==> src/rtl/core/ffd_pkg.sv <==
// ----------------------------------------------------------------------------
// ffd_pkg
// shared types and constants of the fractional feedback delay line
// ----------------------------------------------------------------------------
package ffd_pkg;

  localparam int unsigned CFG_IDX_W  = 4;
  localparam int unsigned CFG_DATA_W = 16;

  localparam logic [CFG_IDX_W-1:0] REG_DELAY_WHOLE    = 4'd0;
  localparam logic [CFG_IDX_W-1:0] REG_DELAY_FRACTION = 4'd1;
  localparam logic [CFG_IDX_W-1:0] REG_FEEDBACK_GAIN  = 4'd2;
  localparam logic [CFG_IDX_W-1:0] REG_WET_GAIN       = 4'd3;

  localparam logic [16:0] GAIN_ONE = 17'd32768;

  typedef struct packed {
    logic load;
    logic diff;
    logic interp;
    logic mult;
    logic commit;
  } ffd_cmd_t;

  typedef struct packed {
    logic out_free;
  } ffd_status_t;

endpackage

==> src/rtl/core/ffd_ctrl.sv <==
// ----------------------------------------------------------------------------
// ffd_ctrl
// sequencer stepping one sample through read, interpolate, multiply, commit
// ----------------------------------------------------------------------------
module ffd_ctrl (
  input  logic                clk_i,
  input  logic                rst_ni,
  input  logic                in_valid_i,
  input  ffd_pkg::ffd_status_t status_i,
  output logic                in_stall_o,
  output ffd_pkg::ffd_cmd_t   cmd_o
);
  import ffd_pkg::*;

  localparam logic [2:0] ST_IDLE   = 3'd0;
  localparam logic [2:0] ST_READ   = 3'd1;
  localparam logic [2:0] ST_INTERP = 3'd2;
  localparam logic [2:0] ST_MULT   = 3'd3;
  localparam logic [2:0] ST_COMMIT = 3'd4;

  logic [2:0] state_q, state_d;

  assign in_stall_o = (state_q != ST_IDLE);

  always_comb begin
    state_d = state_q;
    cmd_o   = '0;
    unique case (state_q)
      ST_IDLE: begin
        if (in_valid_i) begin
          cmd_o.load = 1'b1;
          state_d    = ST_READ;
        end
      end
      ST_READ: begin
        cmd_o.diff = 1'b1;
        state_d    = ST_INTERP;
      end
      ST_INTERP: begin
        cmd_o.interp = 1'b1;
        state_d      = ST_MULT;
      end
      ST_MULT: begin
        cmd_o.mult = 1'b1;
        state_d    = ST_COMMIT;
      end
      ST_COMMIT: begin
        if (status_i.out_free) begin
          cmd_o.commit = 1'b1;
          state_d      = ST_IDLE;
        end
      end
      default: begin
        state_d = ST_IDLE;
      end
    endcase
  end

  always_ff @(posedge clk_i or negedge rst_ni) begin
    if (!rst_ni) begin
      state_q <= ST_IDLE;
    end else begin
      state_q <= state_d;
    end
  end

endmodule

==> config.mk <==
export PLATFORM = sky130hd
export DESIGN_NAME = ffd_ctrl
export DESIGN_NICKNAME = d
export VERILOG_FILES = /design/src/rtl/core/ffd_pkg.sv /design/src/rtl/core/ffd_ctrl.sv
export SDC_FILE = /design/constraint.sdc
export NUM_CORES = 1
export LEC_CHECK = 0
export ABC_AREA = 1
export BUFFER_PORTS_ARGS = -buffer_cell sky130_fd_sc_hd__buf_2
export CORE_AREA = 3 3 40 42
export CTS_CLUSTER_DIAMETER = 150
export DETAILED_ROUTE_END_ITERATION = 6
export DIE_AREA = 0 0 43 45
export GPL_ROUTABILITY_DRIVEN = 0
export PLACE_DENSITY_LB_ADDON = 0.12
export SYNTH_ARGS = -nofsm -noshare
export SYNTH_HDL_FRONTEND = slang
export SYNTH_SLANG_ARGS = --single-unit
==> constraint.sdc <==
create_clock -name clk_i -period 0.9 [get_ports clk_i]
set_input_delay 0.09 -clock clk_i [delete_from_list [all_inputs] [get_ports clk_i]]
set_output_delay 0.09 -clock clk_i [all_outputs]
set_load 0.02 [all_outputs]
Yosys cells after proc, flatten, opt, wreduce, memory -nomap -nowiden --
Cells that the tools add are included.
Operators by class: add/sub/neg operators 0, multiply operators 0, div/mod/pow operators 0, magnitude comparators 0, equality and inequality tests 6, shift-type cells 0, muxes and demuxes 10, bitwise gates (word level) 0, reductions and logical operators 3
Operators with widths (number):
- 3-bit case mux with 5 select lines | 1
- 1-bit two-way mux | 7
- 3-bit by 2-bit equality test with 1-bit output (second input constant) | 2
- 3-bit two-way mux | 2
- 2-bit != test (second input constant) | 2
- 3-bit by 1-bit equality test with 1-bit output (second input constant) | 1
- 3-bit equality test (second input constant) | 1
- 3-bit zero test | 1
- 3-bit nonzero test | 1
- 2-bit AND reduction | 1
Word-level totals: bits in registers 3, latch bits 0, memory bits (writable) 0, ROM bits 0, word-level logic and storage cells 20, memories kept 0

Longest topological paths before layout --
depth in word-level cells 3, mapped depth 4

Worst setup path before layout --
Ideal clock, no wire load.
path type reg-to-output, start register state_q[2], end output cmd_o[4] (netlist name), arrival 1.031 ns, required time 0.810 ns, path slack -0.221 ns, cell stages (with the launch flop) 4, cell sequence dfrtp_1 > nor2_2 > nand2_1 > nor2_1
RTL lines:
- from (decl) | RTL line ffd_ctrl.sv:21 | logic [2:0] state_q, state_d;
- from (signal assigned) | RTL line ffd_ctrl.sv:63 | state_q <= state_d;
- to (decl) | RTL line ffd_ctrl.sv:11 | output ffd_pkg::ffd_cmd_t cmd_o

==> run metrics <==
CTS tree done; unrepaired setup endpoints after global routing yes; # H-tree levels 1; Finished Layout Cells 60; RR Endpoint state_q[2]; Max Cap Viol 0; relative slew slack 0.883; warning count from the yosys run 0; CP startpoint kind register; initial antenna violation count 0; Reg area between 70 and 80 um2; cts bufs inserted 3; fin nets 50; FP Rows 13; wire length on met2 331 um; Final Setup Violations 8; post-synthesis simple-gate area fraction 0.382; drt total wl 547 um; Top Layer Used met4; cell total after placement 53; most frequent cells in the layout buf_6 (8), nor2_4 (5), buf_2 (4); first-pass GRT wire length 765 um; XOR/XNOR share of the synthesized area 0; commonest non-fill, non-tap cell in the layout buf_6; antenna cells 0; Largest Register state_q; drc violations 0; largest net degree at the start of global routing 5; crit-path most repeated cell buf_6; Finished Core Util 0.340; Mean Syn Cell Area 6.93 um2; IO Count 10; multi-input logic area 149 um2; root buffer cell clkbuf_4; vias in the first global route ~210; clock transition at the registers of the reported paths 0.04 ns; Met3 Routed Length ~24 um; HPWL Detailed around 370 um; power density over the cells 4320 nW/um2; Final Critical Period around 1.2 ns; failing checks negative setup slack; Worst-Margin Slew 0.175 ns; DR pass1 iterations 1; die height between 40 and 50 um; max reg flops 3; Via density around 3.8; main combinational cell family by area after synthesis simple AND/OR/NAND/NOR gates; core area between 1000 and 1500 um2; Die Span X 43 um; Critical Path Slowest Stage Cell dfrtp_2; Fmax 0.855 GHz; grt ovf 0; Final Hold Fails 0; Worst Clk Skew 0.00395 ns; flop-to-flop setup slack -0.11 ns; worst hold path class input port to asynchronous set/reset pin; mux contribution to synthesized area 0; met1 WL 174 um; Synthesized Nets 30; run status complete, but fails checks; Largest regs state_q: 3 flops; Final ANT Viol Nets 0; die footprint 1940 um2; Netlist Area Pre-Place 180 um2; CTS sink count 3; sequential fraction of the synthesis area 0.417; critical-path maximum fanout 4; number of synthesized register bits 3; R2R depth 5; Adder-Cell Fraction of Synth Area 0; Cell Chain, Critical Path buf_6 > nand3_2 > inv_2 > buf_6; Fill cells 137; setup_tns -1.72 ns; Largest stage delay, worst path around 0.44 ns; clock latency on the worst-skew pair 0.24 ns; clock buffer depth 2; Tcrit/Tclk final 1.30; compound-gate portion of the synthesized area 0.0556; 1st-iter DRT viols 0; Synth cell types 9; layout overhead on the synthesized area 142%; fraction of layout cells with a size suffix above 1 0.867; Arrival @ worst endpoint around 1.1 ns; reg2reg start state_q[2]; crit path capture cmd_o[3]; CP required a little over 0.8 ns; Post-Syn Instances 26; port bufs 9; post-DR wirelength/cell 9.12 um; All-Layer GR Usage 0.0593; Pleak 0.204 nW; WS Path Type register to primary output; Starting Density 0.140; Critical Path Start state_q[0]; Pins Over Slew Limit 0; Setup WS post-layout -0.269 ns; Vias 227; Setup crit end kind primary output; maximum vdd ir drop 1.47 mV
==> cell type report <==
class	instances	share of cell area
clock buffer	4	0.0602
inverter	7	0.0659
multi-input combinational	16	0.341
sequential	3	0.181
tap	15	0.0430
timing repair buffer	15	0.309
==> per-layer routing <==
layer,up-vias,GRT usage
li1,115,-
met1,103,0.0558
met2,7,0.0868
met3,2,0.0159
met4,0,0.0904
met5,-,0
==> cell usage after synthesis, drive strengths merged <==
master | n | area (um2)
nand2 | 4 | 17.5
inv | 7 | 26.3
nand3 | 3 | 20.0
nor2 | 7 | 31.3
o21ai | 2 | 10.0
dfrtp | 3 | 75.1
==> worst min-delay path by stage <==
stage / start / end / slack (ns) / cells after the start
after global routing: rst_ni / state_q[0] / 0.19 / 2
after CTS: rst_ni / state_q[0] / 0.18 / 2
final: rst_ni / state_q[0] / 0.18 / 2
after floorplan: rst_ni / state_q[0] / -0.21 / 0
after detailed placement: rst_ni / state_q[2] / -0.11 / 1
after global placement: rst_ni / state_q[2] / -0.12 / 1
==> metrics by stage <==
stage,power (mW),hold slack [ns],instance area [um2],setup slack (ns)
finish,1.89,0.178,437,-0.269
global route,2.02,0.186,437,-0.325
CTS,1.40,0.177,343,-0.299
detailed placement,1.07,-0.114,284,-0.0561
global placement,1.07,-0.115,284,-0.0637
floorplan,0.777,-0.206,198,-0.0378
==> critical path, delay by kind of cell, from the launching register on <==
family | cells | cell delay (ns)
flops | 1 | 0.44
simple gates | 1 | 0.09
buf+inv | 3 | 0.31
==> logic make-up after synthesis <==
family | count (synthesis)
AOI/OAI and AO/OA | 2
DFF | 3
buffers and inverters | 7
and+or+nand+nor | 14
==> power by group <==
part / internal (mW) / switching (mW) / leakage (nW) / total [mW]
Combinational: 0.627 / 0.673 / 0.155 / 1.30
Clock: 0.166 / 0.0740 / 0.0150 / 0.240
Sequential: 0.219 / 0.127 / 0.0340 / 0.347
Total: 1.01 / 0.874 / 0.204 / 1.89
==> repair_timing <==
action	in CTS	in global routing
hold buffers	1	0
pin swaps	3	6
setup endpoints to repair	8	9
gates resized for setup	8	26
hold endpoints to repair	3	0
setup buffers	0	2
Note: power is estimated with default switching activity, not from simulation.
